===== src/hw/rtl/fsip_pkg.sv =====
package fsip_pkg;

  localparam logic [7:0] CharNul   = 8'h00;
  localparam logic [7:0] CharPct   = 8'h25;
  localparam logic [7:0] CharMinus = 8'h2d;
  localparam logic [7:0] CharZero  = 8'h30;
  localparam logic [7:0] CharLowA  = 8'h61;
  localparam logic [7:0] CharConvC = 8'h63;
  localparam logic [7:0] CharConvD = 8'h64;
  localparam logic [7:0] CharConvX = 8'h78;

  // control from the sequencer to the digit converter
  typedef struct packed {
    logic load_dec;
    logic load_hex;
    logic shift;
  } fsip_ctrl_t;

  function automatic logic [7:0] digit_char(input logic [3:0] d);
    logic [7:0] c;
    if (d < 4'd10) begin
      c = CharZero + {4'h0, d};
    end else begin
      c = CharLowA + {4'h0, d} - 8'd10;
    end
    return c;
  endfunction

endpackage


===== src/hw/rtl/fsip_conv.sv =====
module fsip_conv import fsip_pkg::*; #(
  parameter int unsigned ArgWidth  = 32,
  parameter int unsigned NumDigits = 10
) (
  input  logic                clk_i,
  input  logic                rst_ni,
  input  fsip_ctrl_t          ctrl_i,
  input  logic [ArgWidth-1:0] mag_i,
  output logic                busy_o,
  output logic [3:0]          top_digit_o
);

  localparam int unsigned DigW = NumDigits * 4;
  localparam int unsigned CntW = $clog2(ArgWidth + 1);

  logic [ArgWidth-1:0] bin_q;
  logic [DigW-1:0]     bcd_q;
  logic [DigW-1:0]     adj;
  logic [CntW-1:0]     cnt_q;

  // double dabble: add 3 to every digit of 5 or more before the shift
  always_comb begin
    for (int i = 0; i < NumDigits; i++) begin
      if (bcd_q[4*i +: 4] >= 4'd5) begin
        adj[4*i +: 4] = bcd_q[4*i +: 4] + 4'd3;
      end else begin
        adj[4*i +: 4] = bcd_q[4*i +: 4];
      end
    end
  end

  always_ff @(posedge clk_i or negedge rst_ni) begin
    if (!rst_ni) begin
      cnt_q <= '0;
    end else if (ctrl_i.load_dec) begin
      cnt_q <= CntW'(ArgWidth);
    end else if (ctrl_i.load_hex) begin
      cnt_q <= '0;
    end else if (cnt_q != '0) begin
      cnt_q <= cnt_q - 1'b1;
    end
  end

  always_ff @(posedge clk_i) begin
    if (ctrl_i.load_dec) begin
      bin_q <= mag_i;
      bcd_q <= '0;
    end else if (ctrl_i.load_hex) begin
      bcd_q <= DigW'(mag_i);
    end else if (cnt_q != '0) begin
      bcd_q <= {adj[DigW-2:0], bin_q[ArgWidth-1]};
      bin_q <= {bin_q[ArgWidth-2:0], 1'b0};
    end else if (ctrl_i.shift) begin
      bcd_q <= {bcd_q[DigW-5:0], 4'h0};
    end
  end

  assign busy_o      = (cnt_q != '0);
  assign top_digit_o = bcd_q[DigW-1 -: 4];

endmodule


===== src/hw/rtl/format_string_integer_printer_unit.sv =====
// channel  direction  handshake                 payload
// in       input      in_valid_i / in_ready_o   fmt_char_i, arg_value_i
// out      output     out_valid_o / out_ready_i out_char_o, last_o
//
// a literal, '%%' or '%c' goes straight into the output register; '%d' runs a bit-serial
// binary to bcd conversion and then a digit sweep, '%x' loads the magnitude into the digit
// register and sweeps it; the digit register sweeps one digit a cycle unless the output stalls.
// reset clears the sequencer, the pending-percent flag and the output valid.
// input is taken only in idle with the output register free; a stalled output holds the
// digit sweep in place, though leading zeros are still dropped.
module format_string_integer_printer_unit import fsip_pkg::*; #(
  parameter int unsigned ARG_WIDTH = 32
) (
  input  logic                 clk_i,
  input  logic                 rst_ni,
  input  logic                 in_valid_i,
  output logic                 in_ready_o,
  input  logic [7:0]           fmt_char_i,
  input  logic [ARG_WIDTH-1:0] arg_value_i,
  output logic                 out_valid_o,
  input  logic                 out_ready_i,
  output logic [7:0]           out_char_o,
  output logic                 last_o
);

  localparam int unsigned NumDigits = ((ARG_WIDTH - 1) * 30103) / 100000 + 1;
  localparam int unsigned DCntW     = $clog2(NumDigits + 1);

  localparam logic [1:0] StIdle   = 2'd0;
  localparam logic [1:0] StConv   = 2'd1;
  localparam logic [1:0] StDigits = 2'd2;

  logic [1:0]           state_q, state_d;
  logic                 pending_q, pending_d;
  logic                 lead_q, lead_d;
  logic [DCntW-1:0]     dcnt_q, dcnt_d;
  logic                 out_valid_q, out_valid_d;
  logic [7:0]           out_char_q, out_char_d;
  logic                 out_last_q, out_last_d;
  logic                 out_load;
  logic                 out_free;
  logic                 in_xfer;
  logic                 neg;
  logic [ARG_WIDTH-1:0] mag;
  logic                 conv_busy;
  logic [3:0]           top_digit;
  fsip_ctrl_t           ctrl;

  assign out_free   = !out_valid_q || out_ready_i;
  assign in_ready_o = (state_q == StIdle) && out_free;
  assign in_xfer    = in_valid_i && in_ready_o;

  // most negative value comes out as its unsigned magnitude
  assign neg = arg_value_i[ARG_WIDTH-1];
  assign mag = neg ? (~arg_value_i + 1'b1) : arg_value_i;

  always_comb begin
    state_d    = state_q;
    pending_d  = pending_q;
    lead_d     = lead_q;
    dcnt_d     = dcnt_q;
    out_load   = 1'b0;
    out_char_d = out_char_q;
    out_last_d = out_last_q;
    ctrl       = '0;
    case (state_q)
      StIdle: begin
        if (in_xfer) begin
          if (pending_q) begin
            pending_d = 1'b0;
            case (fmt_char_i)
              CharPct: begin
                out_load   = 1'b1;
                out_char_d = CharPct;
                out_last_d = 1'b1;
              end
              CharConvC: begin
                out_load   = 1'b1;
                out_char_d = arg_value_i[7:0];
                out_last_d = 1'b1;
              end
              CharConvD, CharConvX: begin
                ctrl.load_dec = (fmt_char_i == CharConvD);
                ctrl.load_hex = (fmt_char_i == CharConvX);
                state_d       = StConv;
                if (neg) begin
                  out_load   = 1'b1;
                  out_char_d = CharMinus;
                  out_last_d = 1'b0;
                end
              end
              default: begin
              end
            endcase
          end else if (fmt_char_i == CharPct) begin
            pending_d = 1'b1;
          end else if (fmt_char_i != CharNul) begin
            out_load   = 1'b1;
            out_char_d = fmt_char_i;
            out_last_d = 1'b1;
          end
        end
      end
      StConv: begin
        if (!conv_busy) begin
          state_d = StDigits;
          dcnt_d  = DCntW'(NumDigits);
          lead_d  = 1'b1;
        end
      end
      StDigits: begin
        if (lead_q && (top_digit == 4'h0) && (dcnt_q > DCntW'(1))) begin
          // drop a leading zero
          ctrl.shift = 1'b1;
          dcnt_d     = dcnt_q - 1'b1;
        end else if (out_free) begin
          out_load   = 1'b1;
          out_char_d = digit_char(top_digit);
          out_last_d = (dcnt_q == DCntW'(1));
          ctrl.shift = 1'b1;
          dcnt_d     = dcnt_q - 1'b1;
          lead_d     = 1'b0;
          if (dcnt_q == DCntW'(1)) begin
            state_d = StIdle;
          end
        end
      end
      default: begin
        state_d = StIdle;
      end
    endcase
  end

  always_comb begin
    if (out_load) begin
      out_valid_d = 1'b1;
    end else if (out_ready_i) begin
      out_valid_d = 1'b0;
    end else begin
      out_valid_d = out_valid_q;
    end
  end

  always_ff @(posedge clk_i or negedge rst_ni) begin
    if (!rst_ni) begin
      state_q     <= StIdle;
      pending_q   <= 1'b0;
      lead_q      <= 1'b0;
      dcnt_q      <= '0;
      out_valid_q <= 1'b0;
    end else begin
      state_q     <= state_d;
      pending_q   <= pending_d;
      lead_q      <= lead_d;
      dcnt_q      <= dcnt_d;
      out_valid_q <= out_valid_d;
    end
  end

  always_ff @(posedge clk_i) begin
    if (out_load) begin
      out_char_q <= out_char_d;
      out_last_q <= out_last_d;
    end
  end

  fsip_conv #(
    .ArgWidth  (ARG_WIDTH),
    .NumDigits (NumDigits)
  ) u_conv (
    .clk_i       (clk_i),
    .rst_ni      (rst_ni),
    .ctrl_i      (ctrl),
    .mag_i       (mag),
    .busy_o      (conv_busy),
    .top_digit_o (top_digit)
  );

  assign out_valid_o = out_valid_q;
  assign out_char_o  = out_char_q;
  assign last_o      = out_last_q;

endmodule


===== config.mk =====
export PLATFORM = sky130hd
export DESIGN_NAME = format_string_integer_printer_unit
export DESIGN_NICKNAME = d
export VERILOG_FILES = /design/src/hw/rtl/fsip_pkg.sv /design/src/hw/rtl/fsip_conv.sv /design/src/hw/rtl/format_string_integer_printer_unit.sv
export SDC_FILE = /design/constraint.sdc
export NUM_CORES = 1
export LEC_CHECK = 0
export BUFFER_PORTS_ARGS = -buffer_cell sky130_fd_sc_hd__buf_4
export CAP_MARGIN = 5
export CORE_ASPECT_RATIO = 1.25
export CORE_MARGIN = 1
export CORE_UTILIZATION = 55
export DETAILED_ROUTE_END_ITERATION = 12
export PLACE_DENSITY = 0.75
export SLEW_MARGIN = 20
export SYNTH_ARGS = -nofsm -noshare
export SYNTH_HDL_FRONTEND = slang
export SYNTH_SLANG_ARGS = --single-unit
export TNS_END_PERCENT = 10

===== constraint.sdc =====
create_clock -name clk_i -period 8.3 [get_ports clk_i]
set_input_delay 1.245 -clock clk_i [delete_from_list [all_inputs] [get_ports clk_i]]
set_output_delay 1.245 -clock clk_i [all_outputs]
set_load 0.05 [all_outputs]

==> reports/qor.yml <==
worst_setup_path:
  critPathCapture: "u_conv.bcd_q[28]"
  critical_path_class: "input pin to register"
  critPathLaunch: "fmt_char_i[7]"
  crit_fanout: 28
  r2r_end: "u_conv.bcd_q[28]"
  slowest_delay_ps: 860
  worst_setup_path_end_kind: "register"
  ff2ff_path_depth: 6
  r2r_start: "pending_q"
  crit_slowest_cell: "nand3_1"
  cp_cell_sequence: "buf_4 -> nand3b_1 -> nor4_1 -> nand3_2 -> nand3_1 -> o221ai_1 -> o21ai_0"
  start_kind: "input pin"
  reg2reg_slack_ps: 4780
  worstPathArrival_ps: 4030
  cp.required_ps: 8550
pwr:
  p_leak_uw: 0.00280
  powerDensity_nw_per_um2: 329
  ir_drop_mv: 0.165
grt:
  grt_max_degree: 75
  grt_pass1_vias: 5407
  grt.overflow.total: 0
  grt_usage: 0.273
  grt_first_pass_wirelength_um: 25900
  antenna_found_initial: 0
final_layout:
  nNetsFinal: 814
  n_antenna_cell: 0
  drive_above_1_share: 0.128
  fillers: 956
  areaGrowthSynthToFinish_pct: 12.3
  layout_commonest_cell: "o21ai_0"
  layout_common_cells: "77 x o21ai_0, 64 x buf_4, 55 x a21oi_1"
synthesis:
  synth_mux_area_frac: 0.0243
  ys_warn_count: 0
  synth_compound_area_frac: 0.252
  synth_top_flop_cell: "edfxtp_1"
  synthArstFlopShare: 0.156
  ys_ff_latch: 96
  avgSynthCellArea_um2: 8.72
  netlist_top_cells_area: "edfxtp_1 20%, dfxtp_1 13%, o21ai_0 6.4%, dfrtp_1 6.0%, ha_1 5.0%"
  syn_nets: 783
  synthDistinctLibCells: 59
  yosysTopAreaCell: "edfxtp_1"
  netlist_instances: 714
  synth-simple-area-share: 0.181
  synth_xor_area_frac: 0.0605
  synth_top_cell_area_share: 0.198
  synth_enable_flop_cells: 41
  synth_top_family_by_area: "compound AO/OA/AOI/OAI gates"
  synth_fa_ha_area_frac: 0.0502
  yosysSeqAreaShare: 0.387
  netlist_area_um2: 6230
place:
  portBuffers: 54
  place_ws_ps: 4240
  place.detailed.hpwl_um: 11000
  gp_congestion: 0.864
die:
  num_io_pins: 55
  fp.dieW_um: 97.2
  start_util: 0.562
  rows: 43
  die-area_um2: 11800
  fp.coreArea_um2: 11100
  die_h_um: 121
min_path:
  hp-start: "lead_q"
  hold_path.class: "register to register"
clocking:
  htree_levels: 3
  cts_tree: "yes"
  cts_hold_buf: 0
  cts-root-buf: "clkbuf_16"
  post_cts_buffers: 0
  insertion_delay_ps: 350
  clock_sinks: 96
  post_cts_resized: 0
  numCtsBuffers: 9
  clockBufferDepth: 2
  clk_pin_slew_worst_paths_ps: 60
run_status:
  outcome: "finished clean"
job:
  cap_violations: 0
sta:
  drv_slew: 0
  finalSetupViolations: 0
  grt_setup_unrepaired: "false"
  max_slew_margin: 0.456
  setup_tns_ps: 0
  setup_ws_ps: 4520
  fmaxAchievable_mhz: 265
  tightest_slew_ps: 814
  skew_ps: 5.19
  hold_violations: 0
  period_needed_ps: 3780
  period_share: 0.455
drt:
  firstDrtPassIters: 5
  drt_wl_total_um: 15600
  vias: 5637
  drtAntennaViolNets: 0
  drt-initial-drc-count: 349
  avgViaCountPerCell: 6.37
  drc_errors: 0
  avgRoutedWirePerCell_um: 17.6
-- cells in the mapped netlist, types with 6 or more instances --
cell      instances
xnor2_1          14
ha_1             25
a21oi_1          55
o31ai_1          17
mux2i_1          14
dfxtp_1          40
o211ai_1          9
nand2_1          54
dfrtp_1          15
or3_1             8
nand3_1          10
o22ai_1          13
o41ai_1           8
nand2b_1         21
or4_1             7
o21ai_0          79
a211oi_1         27
and3_1            6
xor2_1           29
inv_1            28
nor2b_1           6
nor2_1           53
clkbuf_1         40
nor3_1           19
nor3b_1          13
edfxtp_1         41
-- worst min path at each step --
| stage | endpoint | slack [ps] | cells past startpoint |
|---|---|---|---|
| floorplan | lead_q | 440 | 2 |
| global placement | lead_q | 470 | 2 |
| detailed placement | lead_q | 480 | 2 |
| CTS | lead_q | 500 | 2 |
| global route | lead_q | 530 | 2 |
| finish | lead_q | 500 | 2 |
-- registers in the layout (all words and copies together) (netlist names) --
register	cells
out_char_o	8
dcnt_q	4
u_conv.bcd_q	40
u_conv.bin_q	32
u_conv.cnt_q	6
pending_q	1
last_o	1
lead_q	1
state_q	2
out_valid_o	1
-- layer usage --
| metal | routed length [um] | track usage | part of all wire | vias to the layer above |
|---|---|---|---|---|
| li1 | - | - | - | 2702 |
| met1 | 6530 | 0.326 | 0.42 | 2727 |
| met2 | 8060 | 0.493 | 0.52 | 179 |
| met3 | 666 | 0.0380 | 0.043 | 29 |
| met4 | 355 | 0.112 | 0.023 | 0 |
| met5 | 0 | 0 | 0 | - |
-- critical path, delay by kind of cell --
family	cells	cell delay, ps
and+or+nand+nor	4	2270
buffers and inverters	1	120
AOI/OAI and AO/OA	2	380
-- report_power, final --
group | internal, uW | switching, uW | total [uW]
sequential | 723 | 174 | 897
combinational | 485 | 540 | 1020
clock | 206 | 175 | 382
total | 1410 | 889 | 2300
-- final cells by class --
| cell class | instances | area [um^2] | area share |
|---|---|---|---|
| sequential | 96 | 2410 | 0.344 |
| clock buffer | 10 | 239 | 0.0342 |
| multi-input combinational | 546 | 3560 | 0.510 |
| clock inverter | 6 | 25.0 | 0.00358 |
| tap | 135 | 169 | 0.0242 |
| inverter | 28 | 105 | 0.0150 |
| timing repair buffer | 64 | 480 | 0.0687 |
-- per-stage QoR --
step                utilization  cell area, um^2  hold slack, ps  std cells  power, uW
floorplan                     -             6230             441        714       1660
global placement          0.606             6720             472        869       1840
detailed placement        0.606             6720             480        869       1910
CTS                       0.630             6990             497        885       2300
global route              0.631             6990             530        885       2480
finish                    0.631             6990             495        885       2300
-- kinds of logic after synthesis --
family / after synthesis
compound gates: 244
xor+xnor: 43
fa+ha+maj: 25
buf+inv: 72
flops: 96
mux: 15
simple gates: 219
Note: power is estimated with default switching activity, not from simulation.
